### config.mk
export PLATFORM = sky130hd
export DESIGN_NAME = dual_wheel_incremental_pid_top
export DESIGN_NICKNAME = d
export VERILOG_FILES = /design/src/design/dwpid_pkg.sv /design/src/design/dual_wheel_incremental_pid_top.sv
export SDC_FILE = /design/constraint.sdc
export NUM_CORES = 2
export LEC_CHECK = 0
export ABC_AREA = 0
export BUFFER_PORTS_ARGS = -buffer_cell sky130_fd_sc_hd__buf_2
export CORE_MARGIN = 3
export CORE_UTILIZATION = 35
export DETAILED_ROUTE_END_ITERATION = 8
export MAX_ROUTING_LAYER = met4
export SLEW_MARGIN = 10
export SYNTH_ARGS = -nofsm -noshare
export SYNTH_HDL_FRONTEND = slang
export SYNTH_SLANG_ARGS = --single-unit
### constraint.sdc
create_clock -name aclk -period 24.5 [get_ports aclk]
set_input_delay 1.225 -clock aclk [delete_from_list [all_inputs] [get_ports aclk]]
set_output_delay 1.225 -clock aclk [all_outputs]
set_load 0.05 [all_outputs]
### src/design/dwpid_pkg.sv
`default_nettype none

package dwpid_pkg;

    // drive accumulator limits
    localparam logic signed [15:0] DRIVE_MAX = 16'sd10000;
    localparam logic signed [15:0] DRIVE_MIN = -16'sd10000;

    // wheel target limits (20-bit signed range)
    localparam logic signed [19:0] TGT_MAX = 20'sd524287;
    localparam logic signed [19:0] TGT_MIN = -20'sd524288;

    // mix factor denominator
    localparam logic [13:0] DIV_BASE = 14'd10000;

    // floor(2^45 / 10000): quotient estimate is exact or one low below 2^33
    localparam logic [31:0] RECIP       = 32'd3518437208;
    localparam int          RECIP_SHIFT = 45;

    // |speed * scale| at or above 524288 * 10000 saturates the target
    localparam logic [45:0] SAT_LIMIT = 46'd5242880000;

    // rounding bias of the Q8.8 sum: +128, and +128+255 for truncation below zero
    localparam logic signed [41:0] ROUND_POS = 42'sd128;
    localparam logic signed [41:0] ROUND_NEG = 42'sd383;
    localparam logic signed [40:0] ROUND_EDGE = -41'sd128;

    typedef enum logic [2:0] {
        REG_GAIN_P,
        REG_GAIN_I,
        REG_GAIN_D,
        REG_RAMP_GAIN_P,
        REG_RAMP_GAIN_I,
        REG_STEER_MIX,
        REG_STOP_STEER_MIX,
        REG_STEER_CENTER
    } reg_idx_t;

endpackage

`default_nettype wire

### src/design/dual_wheel_incremental_pid_top.sv
// Dual-wheel incremental PID speed controller.
// Configuration goes through the APB-style port (gains, mix factors, steering
// center); write it only while no transfer is in flight.
// One input transfer per control tick on s_*: encoder counts, steering duty,
// base speed, and the mode flags in s_tuser. One result transfer on m_*
// carries both drives, the four PWM duties and the mean speed.
// A single 18x33 multiplier is stepped through all products by the sequencer,
// one product per cycle, so the item period is set by the multiply count:
//   targets recomputed (stop line seen or no protection): mix, targets, PID
//   targets held (protection active):                     PID products only
//   drive disabled (history cleared, zero duties):        no products
// s_tready is high only while the sequencer is idle; it does not wait for the
// previous result to be taken. If m_tready is held low the finished result
// waits in the output register and the next one stalls in its final step.
// Reset clears the state, configuration registers, targets, error history and accumulators.
`default_nettype none

module dual_wheel_incremental_pid_top
    import dwpid_pkg::*;
(
    input  wire logic         aclk,
    input  wire logic         aresetn,
    input  wire logic         psel,
    input  wire logic         penable,
    input  wire logic         pwrite,
    input  wire logic [4:0]   paddr,
    input  wire logic [31:0]  pwdata,
    output logic      [31:0]  prdata,
    output logic              pready,
    input  wire logic         s_tvalid,
    output logic              s_tready,
    // right_count[15:0], left_raw_count[31:16], steer_duty[47:32],
    // target_speed[62:48], zero pad[63]
    input  wire logic [63:0]  s_tdata,
    // drive_enable[0], protect_active[1], stop_line_seen[2], ramp_active[3]
    input  wire logic [3:0]   s_tuser,
    output logic              m_tvalid,
    input  wire logic         m_tready,
    // left_drive[15:0], right_drive[31:16], left_forward_duty[46:32],
    // left_reverse_duty[61:47], right_forward_duty[76:62],
    // right_reverse_duty[91:77], mean_speed[107:92], zero pad[111:108]
    output logic      [111:0] m_tdata
);

    typedef enum logic [3:0] {
        ST_IDLE,
        ST_MIX,
        ST_SCALE,
        ST_RECIP_HI,
        ST_RECIP_LO,
        ST_BACK,
        ST_FIX,
        ST_PROP,
        ST_INTEG,
        ST_DERIV,
        ST_ROUND,
        ST_ACCUM,
        ST_WRITE
    } state_t;

    function automatic logic [29:0] split_drive(input logic signed [15:0] drv);
        logic [16:0] mag;
        mag = 17'd0 - {drv[15], drv};
        if (!drv[15]) begin
            return {15'd0, drv[14:0]};
        end else if (mag[15]) begin
            return {15'h7fff, 15'd0};
        end else begin
            return {mag[14:0], 15'd0};
        end
    endfunction

    // control state
    state_t state_reg, state_next;
    logic   wheel_reg, wheel_next;
    logic   m_valid_reg, m_valid_next;

    // configuration
    logic [15:0] gain_p_reg, gain_p_next;
    logic [15:0] gain_i_reg, gain_i_next;
    logic [15:0] gain_d_reg, gain_d_next;
    logic [15:0] ramp_gain_p_reg, ramp_gain_p_next;
    logic [15:0] ramp_gain_i_reg, ramp_gain_i_next;
    logic [13:0] steer_mix_reg, steer_mix_next;
    logic [13:0] stop_steer_mix_reg, stop_steer_mix_next;
    logic [15:0] steer_center_reg, steer_center_next;

    // controller state
    logic signed [19:0] left_target_reg, left_target_next;
    logic signed [19:0] right_target_reg, right_target_next;
    logic signed [20:0] left_err_last_reg, left_err_last_next;
    logic signed [20:0] left_err_older_reg, left_err_older_next;
    logic signed [20:0] right_err_last_reg, right_err_last_next;
    logic signed [20:0] right_err_older_reg, right_err_older_next;
    logic signed [15:0] left_drive_acc_reg, left_drive_acc_next;
    logic signed [15:0] right_drive_acc_reg, right_drive_acc_next;

    // item payload and datapath
    logic signed [15:0] cur_r_reg, cur_r_next;
    logic signed [16:0] cur_l_reg, cur_l_next;
    logic [15:0]        steer_reg, steer_next;
    logic [14:0]        spd_reg, spd_next;
    logic               stop_reg, stop_next;
    logic               ramp_reg, ramp_next;
    logic signed [30:0] me_reg, me_next;
    logic signed [46:0] prod_reg, prod_next;
    logic [64:0]        macc_reg, macc_next;
    logic [33:0]        pq_reg, pq_next;
    logic signed [40:0] s_acc_reg, s_acc_next;
    logic signed [33:0] delta_reg, delta_next;
    logic [111:0]       m_data_reg, m_data_next;

    // shared multiplier
    logic signed [17:0] mul_a;
    logic signed [32:0] mul_b;
    logic signed [50:0] mul_p;

    // target path
    logic signed [16:0] err_s;
    logic [13:0]        mix_sel;
    logic signed [31:0] scale;
    logic signed [46:0] prod_neg;
    logic [45:0]        prod_abs;
    logic               prod_sat;
    logic [32:0]        x33;
    logic [19:0]        q0;
    logic [33:0]        rem;
    logic [19:0]        q;
    logic [19:0]        q_neg;
    logic signed [19:0] tgt_new;

    // pid path
    logic signed [19:0] tgt_sel;
    logic signed [16:0] cur_sel;
    logic signed [20:0] last_sel;
    logic signed [20:0] older_sel;
    logic signed [15:0] acc_sel;
    logic signed [20:0] e1;
    logic signed [21:0] dp;
    logic signed [22:0] dd;
    logic [15:0]        gain_p_sel;
    logic [15:0]        gain_i_sel;
    logic signed [41:0] s_ext;
    logic signed [41:0] rnd;
    logic signed [34:0] acc_sum;
    logic signed [15:0] acc_new;

    logic [29:0]        left_split;
    logic [29:0]        right_split;
    logic signed [17:0] count_sum;
    logic               cfg_we;
    reg_idx_t           cfg_idx;
    logic               out_free;

    assign pready   = 1'b1;
    assign s_tready = (state_reg == ST_IDLE);
    assign m_tvalid = m_valid_reg;
    assign m_tdata  = m_data_reg;
    assign cfg_we   = psel & penable & pwrite;
    assign cfg_idx  = reg_idx_t'(paddr[4:2]);
    assign out_free = !m_valid_reg || m_tready;

    // target: trunc(spd * (10000 -/+ mix * err) / 10000), saturated
    assign err_s    = $signed({1'b0, steer_reg}) - $signed({1'b0, steer_center_reg});
    assign mix_sel  = stop_reg ? stop_steer_mix_reg : steer_mix_reg;
    assign scale    = wheel_reg ? $signed({18'd0, DIV_BASE}) + $signed({me_reg[30], me_reg})
                                : $signed({18'd0, DIV_BASE}) - $signed({me_reg[30], me_reg});
    assign prod_neg = -prod_reg;
    assign prod_abs = prod_reg[46] ? prod_neg[45:0] : prod_reg[45:0];
    assign prod_sat = (prod_abs >= SAT_LIMIT);
    assign x33      = prod_abs[32:0];
    assign q0       = macc_reg[64:RECIP_SHIFT];
    assign rem      = {1'b0, x33} - pq_reg;
    assign q        = q0 + {19'd0, (rem >= {20'd0, DIV_BASE})};
    assign q_neg    = ~q + 20'd1;

    always_comb begin
        if (prod_sat) begin
            tgt_new = prod_reg[46] ? TGT_MIN : TGT_MAX;
        end else if (prod_reg[46]) begin
            tgt_new = $signed(q_neg);
        end else begin
            tgt_new = $signed(q);
        end
    end

    // pid operands of the wheel in work
    assign tgt_sel    = wheel_reg ? right_target_reg : left_target_reg;
    assign cur_sel    = wheel_reg ? $signed({cur_r_reg[15], cur_r_reg}) : cur_l_reg;
    assign last_sel   = wheel_reg ? right_err_last_reg : left_err_last_reg;
    assign older_sel  = wheel_reg ? right_err_older_reg : left_err_older_reg;
    assign acc_sel    = wheel_reg ? right_drive_acc_reg : left_drive_acc_reg;
    assign gain_p_sel = ramp_reg ? ramp_gain_p_reg : gain_p_reg;
    assign gain_i_sel = ramp_reg ? ramp_gain_i_reg : gain_i_reg;

    assign e1 = $signed({tgt_sel[19], tgt_sel}) - $signed({{4{cur_sel[16]}}, cur_sel});
    assign dp = $signed({e1[20], e1}) - $signed({last_sel[20], last_sel});
    assign dd = $signed({{2{e1[20]}}, e1}) - $signed({last_sel[20], last_sel, 1'b0})
              + $signed({{2{older_sel[20]}}, older_sel});

    // round half up then truncate toward zero, as one biased floor shift
    assign s_ext = {s_acc_reg[40], s_acc_reg};
    assign rnd   = s_ext + ((s_acc_reg < ROUND_EDGE) ? ROUND_NEG : ROUND_POS);

    assign acc_sum = $signed({{19{acc_sel[15]}}, acc_sel})
                   + $signed({delta_reg[33], delta_reg});

    always_comb begin
        if (acc_sum > $signed({{19{DRIVE_MAX[15]}}, DRIVE_MAX})) begin
            acc_new = DRIVE_MAX;
        end else if (acc_sum < $signed({{19{DRIVE_MIN[15]}}, DRIVE_MIN})) begin
            acc_new = DRIVE_MIN;
        end else begin
            acc_new = acc_sum[15:0];
        end
    end

    assign left_split  = split_drive(left_drive_acc_reg);
    assign right_split = split_drive(right_drive_acc_reg);
    assign count_sum   = $signed({cur_l_reg[16], cur_l_reg})
                       + $signed({{2{cur_r_reg[15]}}, cur_r_reg});

    // operand select of the shared multiplier
    always_comb begin
        mul_a = '0;
        mul_b = '0;
        unique case (state_reg)
            ST_MIX: begin
                mul_a = {err_s[16], err_s};
                mul_b = {19'd0, mix_sel};
            end
            ST_SCALE: begin
                mul_a = {3'd0, spd_reg};
                mul_b = {scale[31], scale};
            end
            ST_RECIP_HI: begin
                mul_a = {1'b0, x33[32:16]};
                mul_b = {1'b0, RECIP};
            end
            ST_RECIP_LO: begin
                mul_a = {2'd0, x33[15:0]};
                mul_b = {1'b0, RECIP};
            end
            ST_BACK: begin
                mul_a = {4'd0, DIV_BASE};
                mul_b = {13'd0, q0};
            end
            ST_PROP: begin
                mul_a = {2'd0, gain_p_sel};
                mul_b = {{11{dp[21]}}, dp};
            end
            ST_INTEG: begin
                mul_a = {2'd0, gain_i_sel};
                mul_b = {{12{e1[20]}}, e1};
            end
            ST_DERIV: begin
                mul_a = {2'd0, gain_d_reg};
                mul_b = {{10{dd[22]}}, dd};
            end
            default: begin
                mul_a = '0;
                mul_b = '0;
            end
        endcase
    end

    assign mul_p = mul_a * mul_b;

    // register read
    always_comb begin
        unique case (cfg_idx)
            REG_GAIN_P:         prdata = {16'd0, gain_p_reg};
            REG_GAIN_I:         prdata = {16'd0, gain_i_reg};
            REG_GAIN_D:         prdata = {16'd0, gain_d_reg};
            REG_RAMP_GAIN_P:    prdata = {16'd0, ramp_gain_p_reg};
            REG_RAMP_GAIN_I:    prdata = {16'd0, ramp_gain_i_reg};
            REG_STEER_MIX:      prdata = {18'd0, steer_mix_reg};
            REG_STOP_STEER_MIX: prdata = {18'd0, stop_steer_mix_reg};
            REG_STEER_CENTER:   prdata = {16'd0, steer_center_reg};
        endcase
    end

    // sequencer and next values
    always_comb begin
        state_next           = state_reg;
        wheel_next           = wheel_reg;
        m_valid_next         = m_valid_reg && !m_tready;
        gain_p_next          = gain_p_reg;
        gain_i_next          = gain_i_reg;
        gain_d_next          = gain_d_reg;
        ramp_gain_p_next     = ramp_gain_p_reg;
        ramp_gain_i_next     = ramp_gain_i_reg;
        steer_mix_next       = steer_mix_reg;
        stop_steer_mix_next  = stop_steer_mix_reg;
        steer_center_next    = steer_center_reg;
        left_target_next     = left_target_reg;
        right_target_next    = right_target_reg;
        left_err_last_next   = left_err_last_reg;
        left_err_older_next  = left_err_older_reg;
        right_err_last_next  = right_err_last_reg;
        right_err_older_next = right_err_older_reg;
        left_drive_acc_next  = left_drive_acc_reg;
        right_drive_acc_next = right_drive_acc_reg;
        cur_r_next           = cur_r_reg;
        cur_l_next           = cur_l_reg;
        steer_next           = steer_reg;
        spd_next             = spd_reg;
        stop_next            = stop_reg;
        ramp_next            = ramp_reg;
        me_next              = me_reg;
        prod_next            = prod_reg;
        macc_next            = macc_reg;
        pq_next              = pq_reg;
        s_acc_next           = s_acc_reg;
        delta_next           = delta_reg;
        m_data_next          = m_data_reg;

        if (cfg_we) begin
            unique case (cfg_idx)
                REG_GAIN_P:         gain_p_next         = pwdata[15:0];
                REG_GAIN_I:         gain_i_next         = pwdata[15:0];
                REG_GAIN_D:         gain_d_next         = pwdata[15:0];
                REG_RAMP_GAIN_P:    ramp_gain_p_next    = pwdata[15:0];
                REG_RAMP_GAIN_I:    ramp_gain_i_next    = pwdata[15:0];
                REG_STEER_MIX:      steer_mix_next      = pwdata[13:0];
                REG_STOP_STEER_MIX: stop_steer_mix_next = pwdata[13:0];
                REG_STEER_CENTER:   steer_center_next   = pwdata[15:0];
            endcase
        end

        unique case (state_reg)
            ST_IDLE: begin
                if (s_tvalid) begin
                    cur_r_next = $signed(s_tdata[15:0]);
                    cur_l_next = $signed(17'd0 - {s_tdata[31], s_tdata[31:16]});
                    steer_next = s_tdata[47:32];
                    spd_next   = s_tdata[62:48];
                    stop_next  = s_tuser[2];
                    ramp_next  = s_tuser[3];
                    wheel_next = 1'b0;
                    if (!s_tuser[0]) begin
                        left_drive_acc_next  = '0;
                        right_drive_acc_next = '0;
                        left_err_last_next   = '0;
                        left_err_older_next  = '0;
                        right_err_last_next  = '0;
                        right_err_older_next = '0;
                        state_next           = ST_WRITE;
                    end else if (s_tuser[2] || !s_tuser[1]) begin
                        state_next = ST_MIX;
                    end else begin
                        state_next = ST_PROP;
                    end
                end
            end
            ST_MIX: begin
                me_next    = mul_p[30:0];
                state_next = ST_SCALE;
            end
            ST_SCALE: begin
                prod_next  = mul_p[46:0];
                state_next = ST_RECIP_HI;
            end
            ST_RECIP_HI: begin
                macc_next  = {16'd0, mul_p[48:0]};
                state_next = ST_RECIP_LO;
            end
            ST_RECIP_LO: begin
                macc_next  = {macc_reg[48:0], 16'd0} + {17'd0, mul_p[47:0]};
                state_next = ST_BACK;
            end
            ST_BACK: begin
                pq_next    = mul_p[33:0];
                state_next = ST_FIX;
            end
            ST_FIX: begin
                if (wheel_reg) begin
                    right_target_next = tgt_new;
                    wheel_next        = 1'b0;
                    state_next        = ST_PROP;
                end else begin
                    left_target_next = tgt_new;
                    wheel_next       = 1'b1;
                    state_next       = ST_SCALE;
                end
            end
            ST_PROP: begin
                s_acc_next = mul_p[40:0];
                state_next = ST_INTEG;
            end
            ST_INTEG: begin
                s_acc_next = s_acc_reg + mul_p[40:0];
                state_next = ST_DERIV;
            end
            ST_DERIV: begin
                s_acc_next = s_acc_reg + mul_p[40:0];
                state_next = ST_ROUND;
            end
            ST_ROUND: begin
                delta_next = rnd[41:8];
                state_next = ST_ACCUM;
            end
            ST_ACCUM: begin
                if (wheel_reg) begin
                    right_drive_acc_next = acc_new;
                    right_err_older_next = right_err_last_reg;
                    right_err_last_next  = e1;
                    wheel_next           = 1'b0;
                    state_next           = ST_WRITE;
                end else begin
                    left_drive_acc_next = acc_new;
                    left_err_older_next = left_err_last_reg;
                    left_err_last_next  = e1;
                    wheel_next          = 1'b1;
                    state_next          = ST_PROP;
                end
            end
            ST_WRITE: begin
                // disabled items reach here with zero accumulators
                if (out_free) begin
                    m_data_next  = {4'd0, count_sum[16:1],
                                    right_split[29:15], right_split[14:0],
                                    left_split[29:15], left_split[14:0],
                                    right_drive_acc_reg, left_drive_acc_reg};
                    m_valid_next = 1'b1;
                    state_next   = ST_IDLE;
                end
            end
            default: begin
                state_next = ST_IDLE;
            end
        endcase
    end

    always_ff @(posedge aclk) begin
        cur_r_reg  <= cur_r_next;
        cur_l_reg  <= cur_l_next;
        steer_reg  <= steer_next;
        spd_reg    <= spd_next;
        stop_reg   <= stop_next;
        ramp_reg   <= ramp_next;
        me_reg     <= me_next;
        prod_reg   <= prod_next;
        macc_reg   <= macc_next;
        pq_reg     <= pq_next;
        s_acc_reg  <= s_acc_next;
        delta_reg  <= delta_next;
        m_data_reg <= m_data_next;
        if (!aresetn) begin
            state_reg           <= ST_IDLE;
            wheel_reg           <= 1'b0;
            m_valid_reg         <= 1'b0;
            gain_p_reg          <= '0;
            gain_i_reg          <= '0;
            gain_d_reg          <= '0;
            ramp_gain_p_reg     <= '0;
            ramp_gain_i_reg     <= '0;
            steer_mix_reg       <= '0;
            stop_steer_mix_reg  <= '0;
            steer_center_reg    <= '0;
            left_target_reg     <= '0;
            right_target_reg    <= '0;
            left_err_last_reg   <= '0;
            left_err_older_reg  <= '0;
            right_err_last_reg  <= '0;
            right_err_older_reg <= '0;
            left_drive_acc_reg  <= '0;
            right_drive_acc_reg <= '0;
        end else begin
            state_reg           <= state_next;
            wheel_reg           <= wheel_next;
            m_valid_reg         <= m_valid_next;
            gain_p_reg          <= gain_p_next;
            gain_i_reg          <= gain_i_next;
            gain_d_reg          <= gain_d_next;
            ramp_gain_p_reg     <= ramp_gain_p_next;
            ramp_gain_i_reg     <= ramp_gain_i_next;
            steer_mix_reg       <= steer_mix_next;
            stop_steer_mix_reg  <= stop_steer_mix_next;
            steer_center_reg    <= steer_center_next;
            left_target_reg     <= left_target_next;
            right_target_reg    <= right_target_next;
            left_err_last_reg   <= left_err_last_next;
            left_err_older_reg  <= left_err_older_next;
            right_err_last_reg  <= right_err_last_next;
            right_err_older_reg <= right_err_older_next;
            left_drive_acc_reg  <= left_drive_acc_next;
            right_drive_acc_reg <= right_drive_acc_next;
        end
    end

`ifndef NO_ASSERTIONS
    acc_in_range: assert property (@(posedge aclk) disable iff (!aresetn)
        left_drive_acc_reg >= DRIVE_MIN && left_drive_acc_reg <= DRIVE_MAX &&
        right_drive_acc_reg >= DRIVE_MIN && right_drive_acc_reg <= DRIVE_MAX)
        else $error("drive accumulator out of range");

    disable_clears: assert property (@(posedge aclk) disable iff (!aresetn)
        s_tvalid && s_tready && !s_tuser[0] |=>
        left_drive_acc_reg == '0 && right_drive_acc_reg == '0 &&
        state_reg == ST_WRITE)
        else $error("disabled transfer did not clear the drives");

    one_direction: assert property (@(posedge aclk) disable iff (!aresetn)
        m_tvalid |-> (m_tdata[46:32] == '0 || m_tdata[61:47] == '0) &&
                     (m_tdata[76:62] == '0 || m_tdata[91:77] == '0))
        else $error("forward and reverse duty both active");
`endif

endmodule

`default_nettype wire
==> summary.md <==
| Metric | Value |
|---|---|
| Minimum clock period | `18.08 ns` |
| Post-detail-place hpwl | `163000 um` |
| Data arrival, critical path | `18.49 ns` |
| EDFF count, synth | `426` |
| Commonest non-fill, non-tap cell in the layout | `nand2_1` |
| Final Hold Fails | `0` |
| PnR worst setup slack | `roughly 6.4 ns` |
| Proportion of layout cells with a drive suffix above 1 | `0.0858` |
| Post-cts sizing count | `0` |
| Reg2Reg Launch Point | `wheel_reg$_SDFFE_PN0P_` |
| Post-Syn Area | `0.0658 mm^2` |
| Die area | `0.193 mm^2` |
| Max Cap Viol | `0` |
| Largest net degree at the start of global routing | `102` |
| CP max stage delay | `0.82 ns` |
| Max FFs per register | `108` |
| Syn Area/Cell | `~9 um^2` |
| Max-slew violations | `0` |
| Global-route wire length before repair | `328000 um` |
| Routed len/inst | `21.7 um` |
| Clock Latency Late Sink | `0.71 ns` |
| Final Wtd Congestion | `0.972` |
| Worst reg2reg setup slack | `about 6.4 ns` |
| Synthesis-to-finish area growth | `10.3%` |
| GRT Total Usage | `0.227` |
| Unrepaired setup endpoints after global routing | `false` |
| Chip Height | `440 um` |
| Worst setup EP type | `flip-flop` |
| Post-CTS setup buffer count | `0` |
| Grt ovf | `0` |
| Post-CTS Hold Fix Bufs | `0` |
| Clock root buffer | `clkbuf_16` |
| Most used DFF post-synth | `edfxtp_1` |
| Asr flop ratio synth | `0` |
| Bufs and invs on worst path | `10` |
| Clk buf depth | `3` |
| Number of buffers created by CTS | `77` |
| Initial DRC Count | `4893` |
| Total core area | `0.186 mm^2` |
| Initial Util | `0.353` |
| Fmax | `roughly 55 MHz` |
| YS warnings | `0` |
| ANT nets after route | `0` |
| Hold path start | `right_err_last_reg[15]$_SDFFE_PN0P_` |
| WL final | `between 200000 and 250000 um` |
| Worst Clk Skew | `about 0.054 ns` |
| Vias per cell | `5.43` |
| Pre-CTS setup slack | `6.67 ns` |
| Least-Margin Pin Slew | `1.31 ns` |
| H-Tree Depth | `3` |
| Most frequent cells in the layout | `nand2_1 (1082), inv_1 (920), fa_1 (584)` |
| Most frequent cell on the critical path | `inv_1` |
| Status | `finished, final reports clean` |
| Number of global-route vias before repair | `52732` |
| Sink Count | `712` |
| Largest delay contributor family on the critical path | `compound AO/OA/AOI/OAI gates` |
| Crit path kind | `reg2reg` |
| Synth unique cells | `98` |
| Register area share after synthesis | `0.281` |
| Hold WC Path Type | `reg2reg` |
| Setup-failing EPs final | `0` |
| Startpoint Class | `flip-flop` |
| Cells after synthesis | `7338` |
| #FFs+latches synth | `712` |
| CTS tree | `done` |
| Pre-antenna DRT Iters | `9` |
| CP max-delay cell | `nand3_1` |
| WHS Path Cells | `2` |
| # IOs | `259` |
| Hold EP | `right_err_older_reg[15]$_SDFFE_PN0P_` |
| Clock transition at path regs | `0.07 ns` |
| Fin crit share | `0.738` |
| Initial antenna violation count | `10` |
| Critical Path RT | `about 25 ns` |
| Relative max-transition margin | `0.119` |
| Worst R2R End | `macc_reg[49]$_SDFFCE_PN0P_` |
| Site Rows | `between 150 and 200` |
| # port buffers | `~220` |
| Worst Reg-to-Reg Cells | `61` |
| Die width | `440 um` |
| Nets | `8521` |
| Final setup TNS | `0 ns` |
| Worst Path Max Fanout | `37` |
| Residual DRC | `0` |
| Vias | `between 50000 and 60000` |
## Yosys cell counts (41+ instances only)
cell type	n	area share
a221oi_1	46	0.0061
inv_1	923	0.053
nand2_1	1083	0.062
fa_1	584	0.18
nand3_1	168	0.013
nor2_1	370	0.021
mux2_2	66	0.011
mux2i_1	120	0.018
a31oi_1	52	0.0049
o21ai_0	312	0.024
xnor2_1	241	0.032
o22ai_1	41	0.0039
nand2b_1	82	0.0078
nor2b_1	102	0.0097
a21o_1	91	0.010
and3_1	48	0.0046
and2_1	144	0.014
ha_1	374	0.071
xor2_1	139	0.018
a21boi_0	192	0.022
clkbuf_1	271	0.015
o21a_1	72	0.0082
nor3_1	102	0.0078
edfxtp_1	426	0.19
a211oi_1	46	0.0052
dfxtp_1	286	0.087
a21oi_1	369	0.028
## metal layers
metal	vias up	share of wire	GRT usage
met5	-	0	-
li1	24922	-	-
met2	2092	0.46	0.357
met3	371	0.074	0.0257
met4	0	0.042	0.0862
met1	26939	0.43	0.300
## tightest hold or removal path, cell delays in order (launching register included)
cell	delay, ns
dfxtp_1	0.32
nand2_1	0.05
a21boi_0	0.06
## through the flow
step / hold slack, ns / util / cells / area (um^2)
6_report: 0.465 / 0.390 / 10001 / 72600
3_5_place_dp: 0.455 / 0.375 / 9852 / 69900
3_3_place_gp: 0.448 / 0.375 / 9852 / 69900
2_1_floorplan: 0.403 / - / 7365 / 65900
4_1_cts: 0.464 / 0.390 / 9996 / 72600
5_1_grt: 0.480 / 0.390 / 9999 / 72600
## kinds of logic after synthesis
group | Yosys count | share of synthesized area
AND/OR/NAND/NOR | 2301 | 0.162
adder cells (fa/ha/maj) | 958 | 0.249
flip-flops | 712 | 0.281
XOR/XNOR | 380 | 0.0506
buffers and inverters | 1266 | 0.0741
AO/OA/AOI/OAI | 1527 | 0.152
multiplexers | 192 | 0.0316
other | 2 | 0.000114
## how the worst max path moves through the flow
stage	cells after the start	slack, ns	to	startpoint
after floorplan	62	9.49	macc_reg[57]$_SDFFCE_PN0P_	wheel_reg$_SDFFE_PN0P_
after global placement	61	6.74	macc_reg[49]$_SDFFCE_PN0P_	wheel_reg$_SDFFE_PN0P_
after detailed placement	61	6.67	macc_reg[49]$_SDFFCE_PN0P_	wheel_reg$_SDFFE_PN0P_
after CTS	61	6.60	macc_reg[49]$_SDFFCE_PN0P_	wheel_reg$_SDFFE_PN0P_
after global routing	61	5.23	macc_reg[49]$_SDFFCE_PN0P_	wheel_reg$_SDFFE_PN0P_
final	61	6.42	macc_reg[49]$_SDFFCE_PN0P_	wheel_reg$_SDFFE_PN0P_
## layout make-up
| type | instances | area (um^2) |
|---|---|---|
| fillers | 18624 | 114000 |
| multi-input cells | 5387 | 42700 |
| flip-flops and latches | 712 | 18500 |
| inverters | 925 | 3470 |
| well taps | 2480 | 3100 |
| clock buffers | 97 | 2080 |
| repair buffers | 348 | 2070 |
| clock inverters | 47 | 599 |
| diodes | 5 | 12.5 |
Power is left out: the tool's default activity adds up to more than one toggle a clock period on the data nets, which glitch-free logic cannot reach.
